$ cat src/rtl/ffra_pkg.sv
`default_nettype none

package ffra_pkg;

  // table geometry
  localparam int NUM_REGIONS = 16;
  localparam int IDX_W       = $clog2(NUM_REGIONS);

  // address arithmetic: candidate is one bit wider, candidate plus size two bits wider
  localparam int ADDR_W = 32;
  localparam int CAND_W = ADDR_W + 1;
  localparam int SUM_W  = ADDR_W + 2;

  // request kinds carried on in_tuser
  localparam logic ACT_ALLOC = 1'b0;
  localparam logic ACT_FREE  = 1'b1;

  // controller to datapath commands
  typedef struct packed {
    logic load;          // latch request, start walk at head
    logic step;          // advance one list entry
    logic alloc_commit;  // link new region if it fits
    logic free_commit;   // unlink current region
    logic free_miss;     // free request found nothing
    logic out_load;      // move result into output register
  } cmd_t;

  // datapath to controller status
  typedef struct packed {
    logic is_free;     // latched request is a free
    logic cur_zero;    // walk reached end of list
    logic alloc_hit;   // gap found before current region
    logic free_match;  // current region matches free address
  } status_t;

endpackage

`default_nettype wire

$ cat src/rtl/ffra_datapath.sv
`default_nettype none

module ffra_datapath (
  input  wire                          clk,
  input  wire                          rst_n,
  input  wire ffra_pkg::cmd_t          cmd,
  output ffra_pkg::status_t            status,
  input  wire                          cfg_wr_en,
  input  wire [ffra_pkg::ADDR_W-1:0]   cfg_wr_data,
  input  wire                          req_action,
  input  wire [ffra_pkg::ADDR_W-1:0]   req_size,
  input  wire [ffra_pkg::ADDR_W-1:0]   req_addr,
  output logic [ffra_pkg::ADDR_W-1:0]  out_start,
  output logic                         out_ok
);
  import ffra_pkg::*;

  localparam logic [SUM_W-1:0] ADDR_SPAN = {2'b01, {ADDR_W{1'b0}}};

  // region table
  logic [IDX_W-1:0]       link_r  [NUM_REGIONS];
  logic [ADDR_W-1:0]      start_r [NUM_REGIONS];
  logic [ADDR_W-1:0]      len_r   [NUM_REGIONS];
  logic [NUM_REGIONS-1:0] in_use_r;

  // walk state
  logic [IDX_W-1:0]  cur_r;
  logic [IDX_W-1:0]  prev_r;
  logic [CAND_W-1:0] cand_r;
  logic [ADDR_W-1:0] size_r;
  logic [ADDR_W-1:0] addr_r;
  logic              is_free_r;
  logic [ADDR_W-1:0] heap_base_r;

  // result staging and output register
  logic [ADDR_W-1:0] res_start_r;
  logic              res_ok_r;
  logic [ADDR_W-1:0] out_start_r;
  logic              out_ok_r;

  logic [SUM_W-1:0]  sum;
  logic [ADDR_W-1:0] cur_start;
  logic [ADDR_W-1:0] cur_len;
  logic [IDX_W-1:0]  cur_link;
  logic              fits;
  logic              slot_found;
  logic [IDX_W-1:0]  slot_idx;

  // current entry read and candidate end
  always_comb begin
    cur_start = start_r[cur_r];
    cur_len   = len_r[cur_r];
    cur_link  = link_r[cur_r];
    sum       = {1'b0, cand_r} + {2'b00, size_r};
  end

  // lowest free table entry, entry 0 is the head
  always_comb begin
    slot_found = 1'b0;
    slot_idx   = '0;
    for (int i = NUM_REGIONS - 1; i >= 1; i--) begin
      if (!in_use_r[i]) begin
        slot_found = 1'b1;
        slot_idx   = IDX_W'(i);
      end
    end
  end

  assign fits = (sum <= ADDR_SPAN) && slot_found;

  always_comb begin
    status.is_free    = is_free_r;
    status.cur_zero   = (cur_r == '0);
    status.alloc_hit  = (sum < {2'b00, cur_start});
    status.free_match = (cur_start == addr_r) && (cur_len != '0);
  end

  // configuration register
  always_ff @(posedge clk) begin
    if (!rst_n) begin
      heap_base_r <= '0;
    end else if (cfg_wr_en) begin
      heap_base_r <= cfg_wr_data;
    end
  end

  // walk pointers and list links
  always_ff @(posedge clk) begin
    if (!rst_n) begin
      cur_r    <= '0;
      prev_r   <= '0;
      in_use_r <= {{(NUM_REGIONS-1){1'b0}}, 1'b1};
      for (int i = 0; i < NUM_REGIONS; i++) begin
        link_r[i] <= '0;
      end
    end else begin
      if (cmd.load) begin
        cur_r  <= link_r[0];
        prev_r <= '0;
      end else if (cmd.step) begin
        cur_r  <= cur_link;
        prev_r <= cur_r;
      end
      if (cmd.alloc_commit && fits) begin
        link_r[slot_idx]   <= cur_r;
        link_r[prev_r]     <= slot_idx;
        in_use_r[slot_idx] <= 1'b1;
      end
      if (cmd.free_commit) begin
        link_r[prev_r]  <= cur_link;
        link_r[cur_r]   <= '0;
        in_use_r[cur_r] <= 1'b0;
      end
    end
  end

  // payload: request, candidate, region fields, results
  always_ff @(posedge clk) begin
    if (cmd.load) begin
      cand_r    <= {1'b0, heap_base_r};
      size_r    <= req_size;
      addr_r    <= req_addr;
      is_free_r <= req_action;
    end else if (cmd.step) begin
      cand_r <= {1'b0, cur_start} + {1'b0, cur_len};
    end
    if (cmd.alloc_commit) begin
      res_start_r <= fits ? cand_r[ADDR_W-1:0] : '0;
      res_ok_r    <= fits;
      if (fits) begin
        start_r[slot_idx] <= cand_r[ADDR_W-1:0];
        len_r[slot_idx]   <= size_r;
      end
    end
    if (cmd.free_commit) begin
      len_r[cur_r] <= '0;
      res_start_r  <= '0;
      res_ok_r     <= 1'b1;
    end
    if (cmd.free_miss) begin
      res_start_r <= '0;
      res_ok_r    <= 1'b0;
    end
    if (cmd.out_load) begin
      out_start_r <= res_start_r;
      out_ok_r    <= res_ok_r;
    end
  end

  assign out_start = out_start_r;
  assign out_ok    = out_ok_r;

  // head sentinel is always linked
  a_head_in_use: assert property (@(posedge clk) disable iff (!rst_n)
    in_use_r[0])
    else $error("head entry lost its in-use bit");

  // a step never leaves the end of the list
  a_step_nonzero: assert property (@(posedge clk) disable iff (!rst_n)
    cmd.step |-> (cur_r != '0))
    else $error("walk stepped past end of list");

  // only a linked region is unlinked
  a_free_linked: assert property (@(posedge clk) disable iff (!rst_n)
    cmd.free_commit |-> (cur_r != '0) && in_use_r[cur_r])
    else $error("free unlinked an entry not in the list");

  // a new region takes an entry that was free
  a_alloc_slot: assert property (@(posedge clk) disable iff (!rst_n)
    (cmd.alloc_commit && fits) |=> in_use_r[$past(slot_idx)])
    else $error("allocated entry not marked in use");

endmodule

`default_nettype wire

$ cat src/rtl/ffra_ctrl.sv
`default_nettype none

module ffra_ctrl (
  input  wire                clk,
  input  wire                rst_n,
  input  wire                in_tvalid,
  output logic               in_tready,
  output logic               out_tvalid,
  input  wire                out_tready,
  input  wire ffra_pkg::status_t status,
  output ffra_pkg::cmd_t     cmd
);
  import ffra_pkg::*;

  typedef enum logic [1:0] {
    S_IDLE,
    S_WALK,
    S_COMMIT,
    S_FINISH
  } state_t;

  state_t state_r;
  state_t state_nxt;
  logic   out_tvalid_r;
  logic   out_tvalid_nxt;
  logic   slot_free;

  assign slot_free = !out_tvalid_r || out_tready;

  // next state and commands
  always_comb begin
    state_nxt      = state_r;
    out_tvalid_nxt = out_tvalid_r && !out_tready;
    cmd            = '0;
    unique case (state_r)
      S_IDLE: begin
        if (in_tvalid) begin
          cmd.load  = 1'b1;
          state_nxt = S_WALK;
        end
      end
      S_WALK: begin
        if (status.is_free == ACT_FREE) begin
          if (status.cur_zero) begin
            cmd.free_miss = 1'b1;
            state_nxt     = S_FINISH;
          end else if (status.free_match) begin
            cmd.free_commit = 1'b1;
            state_nxt       = S_FINISH;
          end else begin
            cmd.step = 1'b1;
          end
        end else begin
          if (status.cur_zero || status.alloc_hit) begin
            state_nxt = S_COMMIT;
          end else begin
            cmd.step = 1'b1;
          end
        end
      end
      S_COMMIT: begin
        cmd.alloc_commit = 1'b1;
        state_nxt        = S_FINISH;
      end
      S_FINISH: begin
        if (slot_free) begin
          cmd.out_load   = 1'b1;
          out_tvalid_nxt = 1'b1;
          state_nxt      = S_IDLE;
        end
      end
      default: begin
        state_nxt = S_IDLE;
      end
    endcase
  end

  // state and registered valid
  always_ff @(posedge clk) begin
    if (!rst_n) begin
      state_r      <= S_IDLE;
      out_tvalid_r <= 1'b0;
    end else begin
      state_r      <= state_nxt;
      out_tvalid_r <= out_tvalid_nxt;
    end
  end

  assign in_tready  = (state_r == S_IDLE);
  assign out_tvalid = out_tvalid_r;

  // at most one command per cycle
  a_cmd_onehot: assert property (@(posedge clk) disable iff (!rst_n)
    $onehot0({cmd.load, cmd.step, cmd.alloc_commit, cmd.free_commit,
              cmd.free_miss, cmd.out_load}))
    else $error("conflicting datapath commands");

  // an accepted transaction starts a walk
  a_accept_walk: assert property (@(posedge clk) disable iff (!rst_n)
    (in_tvalid && in_tready) |=> (state_r == S_WALK))
    else $error("accepted transaction did not start a walk");

  // a loaded result is presented
  a_out_loaded: assert property (@(posedge clk) disable iff (!rst_n)
    cmd.out_load |=> out_tvalid_r)
    else $error("result loaded but not presented");

  // a result is never loaded over one still waiting
  a_no_overwrite: assert property (@(posedge clk) disable iff (!rst_n)
    cmd.out_load |-> (!out_tvalid_r || out_tready))
    else $error("pending result overwritten");

endmodule

`default_nettype wire

$ cat src/rtl/first_fit_region_allocator_top.sv
// channel   dir  handshake             payload
// in_       in   in_tvalid/in_tready   in_tdata: region_size, free_address; in_tuser: action
// out_      out  out_tvalid/out_tready out_tdata: alloc_start; out_tuser: success
// cfg_      in   cfg_wr_en             cfg_wr_data: heap_base
//
// a free goes from acceptance through the walk to the finish state, an allocation
// through the walk, a commit state and then the finish state; the walk covers 0 to
// NUM_REGIONS-1 list entries, one table entry read per cycle
// rst_n is synchronous active low: empties the table, heap_base reads 0
// a finished result waits in the output register; the next request is taken
// while it waits and stalls only at its own finish until the register frees
`default_nettype none

module first_fit_region_allocator_top (
  input  wire         clk,
  input  wire         rst_n,
  input  wire         in_tvalid,
  output logic        in_tready,
  input  wire  [63:0] in_tdata,   // region_size [31:0], free_address [63:32]
  input  wire         in_tuser,   // action [0]
  output logic        out_tvalid,
  input  wire         out_tready,
  output logic [31:0] out_tdata,  // alloc_start [31:0]
  output logic        out_tuser,  // success [0]
  input  wire         cfg_wr_en,
  input  wire  [31:0] cfg_wr_data // heap_base [31:0]
);
  import ffra_pkg::*;

  cmd_t    cmd;
  status_t status;

  // sequencing
  ffra_ctrl u_ctrl (
    .clk        (clk),
    .rst_n      (rst_n),
    .in_tvalid  (in_tvalid),
    .in_tready  (in_tready),
    .out_tvalid (out_tvalid),
    .out_tready (out_tready),
    .status     (status),
    .cmd        (cmd)
  );

  // region table and arithmetic
  ffra_datapath u_datapath (
    .clk         (clk),
    .rst_n       (rst_n),
    .cmd         (cmd),
    .status      (status),
    .cfg_wr_en   (cfg_wr_en),
    .cfg_wr_data (cfg_wr_data),
    .req_action  (in_tuser),
    .req_size    (in_tdata[31:0]),
    .req_addr    (in_tdata[63:32]),
    .out_start   (out_tdata),
    .out_ok      (out_tuser)
  );

endmodule

`default_nettype wire
$ cat config.mk
export PLATFORM = sky130hd
export DESIGN_NAME = first_fit_region_allocator_top
export DESIGN_NICKNAME = d
export VERILOG_FILES = /design/src/rtl/ffra_pkg.sv /design/src/rtl/ffra_datapath.sv /design/src/rtl/ffra_ctrl.sv /design/src/rtl/first_fit_region_allocator_top.sv
export SDC_FILE = /design/constraint.sdc
export NUM_CORES = 1
export LEC_CHECK = 0
export BUFFER_PORTS_ARGS = -buffer_cell sky130_fd_sc_hd__buf_2
export CAP_MARGIN = 10
export CORE_ASPECT_RATIO = 0.7
export CORE_MARGIN = 2
export CORE_UTILIZATION = 40
export CTS_CLUSTER_DIAMETER = 60
export DETAILED_ROUTE_END_ITERATION = 16
export PLACE_DENSITY = 0.62
export SLEW_MARGIN = 20
export SYNTH_ARGS = -nofsm -noshare
export SYNTH_HDL_FRONTEND = slang
export SYNTH_SLANG_ARGS = --single-unit
$ cat constraint.sdc
create_clock -name clk -period 9.3 [get_ports clk]
set_clock_uncertainty 0.2 [all_clocks]
set_input_delay 0.93 -clock clk [delete_from_list [all_inputs] [get_ports clk]]
set_output_delay 0.93 -clock clk [all_outputs]
set_load 0.02 [all_outputs]
==> impl_metrics.env <==
export IMPL_synth_distinct_cells=74
export IMPL_num_fill_cells=12100
export IMPL_fp_dieArea_um2=144000
export IMPL_synth_top_cell_by_area="edfxtp_1"
export IMPL_first_global_vias=31700
export IMPL_antenna_found_initial=9
export IMPL_crit_path_start_kind="flip-flop"
export IMPL_netlist_top_cells_count="edfxtp_1, mux4_2, nor2_1, nand2_1, mux2i_1"
export IMPL_synthToLayoutAreaGrowth_pct=13.1
export IMPL_grt_pass1_wl_mm=228
export IMPL_netlist_top_cells_area="edfxtp_1, mux4_2, dfxtp_1"
export IMPL_post_cts_resized=0
export IMPL_postSynthAreaPerCell_um2=16.4
export IMPL_syn_area_um2=56500
export IMPL_start_util_pct=40.3
export IMPL_wl_per_cell_um=28.1
export IMPL_synth_seq_area_share_pct=68.1
export IMPL_yosysTopAreaCellShare_pct=64.7
export IMPL_die_w_um=453
export IMPL_worst_pin_slew_ns=1.21
export IMPL_cts_setup_buffers=0
export IMPL_peakVddDrop_v=0.000203
export IMPL_cts_tree="yes"
export IMPL_die_y_um=318
export IMPL_yosysWarnings=0
export IMPL_period_minus_slack_ns=7.67
export IMPL_wirelength_mm=159
export IMPL_max_cap_violations=0
export IMPL_status="complete, no violations"
export IMPL_rsz0062_at_grt="no"
export IMPL_globalplace_congestion=0.928
export IMPL_io_buffers=136
export IMPL_synth_edf_count=1218
export IMPL_cts_buffers=120
export IMPL_ctsHoldBuffers=0
export IMPL_drt_first_iter_violations=4200
export IMPL_hold_slack_ns=0.118
export IMPL_cts_sinks=1314
export IMPL_p_leak_nw=21.2
export IMPL_cp_end_kind="flip-flop"
export IMPL_crit_fanout=66
export IMPL_required_ns=9.57
export IMPL_hold_viol=0
export IMPL_grt_max_degree=95
export IMPL_rows=115
export IMPL_htree_levels=3
export IMPL_ys_ff_latch=1314
export IMPL_dp_hpwl_mm=107
export IMPL_crit_arrival_ns=7.93
export IMPL_core_area_um2=140000
export IMPL_drc_errors=0
export IMPL_detail_route_antenna_nets=0
export IMPL_max_freq_ghz=0.130
export IMPL_grt_ovfl_total=0
export IMPL_seq_area_um2=38500
export IMPL_clockRootBuffer="clkbuf_16"
export IMPL_grt_usage_pct=21.8
export IMPL_path_class="flip-flop to flip-flop"
export IMPL_period_share_pct=82.4
export IMPL_vias=32700
export IMPL_syn_inst=3444
export IMPL_final_area_um2=63900
export IMPL_cts_buffer_depth=3
export IMPL_setup_viol=0
export IMPL_async_reset_ff_share_pct=0
export IMPL_min_path_type="input port to flip-flop"
export IMPL_slew_headroom_pct=18.3
export IMPL_nets=3877
export IMPL_clk_latency_ns=0.79
export IMPL_synthMostInstantiatedCell="edfxtp_1"
export IMPL_dpl_cell_area_um2=60000
export IMPL_drv_slew=0
export IMPL_synthFlopType="edfxtp_1"
export IMPL_viasPerCell=5.79
export IMPL_p_per_area_nw_per_um2=339
export IMPL_multiInputGateArea_um2=17500
export IMPL_fin_tns_setup_ns=0
export IMPL_clkTransAtPathRegs_ns=0.06
export IMPL_drive_gt1_share_pct=20.8
export IMPL_io_pins=137
export IMPL_dr_pass1_iters=6
## state kept, by name, indices dropped and copies added (netlist names), named ones only
name	count
u_datapath.out_start	32
u_datapath.res_ok_r	1
u_ctrl.out_tvalid	1
u_ctrl.state_r	2
u_datapath.cand_r	33
u_datapath.addr_r	32
u_datapath.start_r	512
u_datapath.link_r	64
u_datapath.prev_r	4
u_datapath.out_ok	1
u_datapath.res_start_r	32
u_datapath.len_r	512
u_datapath.size_r	32
u_datapath.heap_base_r	32
u_datapath.is_free_r	1
u_datapath.in_use_r	15
u_datapath.cur_r	4
## cells by family after synthesis
family	synth area share [%]
DFF	68.1
and+or+nand+nor	6.01
AOI/OAI and AO/OA	6.08
muxes	14.0
buffers and inverters	1.88
xor gates and xnor gates	1.64
adders and majority gates	2.26
other	0.00664
## where the power goes
group          leakage (nW)  internal [mW]  switching, mW  total [mW]
sequential             12.0           7.53          0.893        8.42
clock                  1.86           2.67           2.23        4.90
combinational          7.39           3.16           5.20        8.36
## metrics by stage
stage / setup WS [ns] / utilization, % / total power, mW / instances
2_1_floorplan: 2.87 / - / 13.7 / 3507
3_3_place_gp: 1.79 / 42.7 / 16.7 / 5422
3_5_place_dp: 1.77 / 42.8 / 16.7 / 5424
4_1_cts: 1.82 / 45.5 / 21.6 / 5644
5_1_grt: 1.38 / 45.5 / 22.7 / 5645
6_report: 1.63 / 45.6 / 21.7 / 5651
## layout by cell type, fill, tap and decap left out, types with 67 or more instances in the layout
cell type  count
clkbuf_16    120
buf_4         72
a21oi_1      148
buf_2        136
nor2_1       188
ha_1          99
inv_1         67
mux4_2       262
o21ai_0       76
dfxtp_1       92
edfxtp_1    1218
nand2_1      170
mux2i_1      147
a22oi_1       69
## final timing paths
| path | startpoint | endpoint | slack [ns] | depth (start not counted) |
|---|---|---|---|---|
| setup reg to reg | flip-flop | u_datapath.len_r[13][11] | 1.63 | 15 |
| hold / removal | in_tdata[14] | u_datapath.size_r[14] | 0.12 | 1 |
| hold reg to reg | u_datapath.res_start_r[18] | u_datapath.out_start[18] | 0.22 | 0 |
| setup / recovery | flip-flop | u_datapath.len_r[13][11] | 1.63 | 15 |
## worst max-delay path, cell delays in order (launching register included)
cell and delay [ns]:
dfxtp_4 0.71, buf_12 0.42, buf_12 0.48, mux4_2 0.61
a22oi_1 0.36, nand2_1 0.27, nor4_1 0.34, nand4_1 0.34
o2111a_1 0.47, nor4b_4 0.17, buf_4 0.28, nor2b_1 0.41
and3_1 0.53, nor2_1 0.33, nor2_4 0.92, buf_4 0.36
## per-layer routing
metal,global-route usage [%],share of wire (%)
met3,5.04,9.4
met2,32.1,44
met1,33.0,44
met4,4.56,2.0
met5,0,0
## cell type report
class                           count  share of cell area [%]
Tap cell                         1872                    3.66
Timing Repair Buffer              217                    2.19
Clock buffer                      141                    4.85
Sequential cell                  1314                    60.3
Clock inverter                     79                    1.19
Inverter                           71                   0.421
Multi-Input combinational cell   1950                    27.4
Antenna cell                        7                  0.0274
No activity file was read; power rests on OpenSTA's default activity.
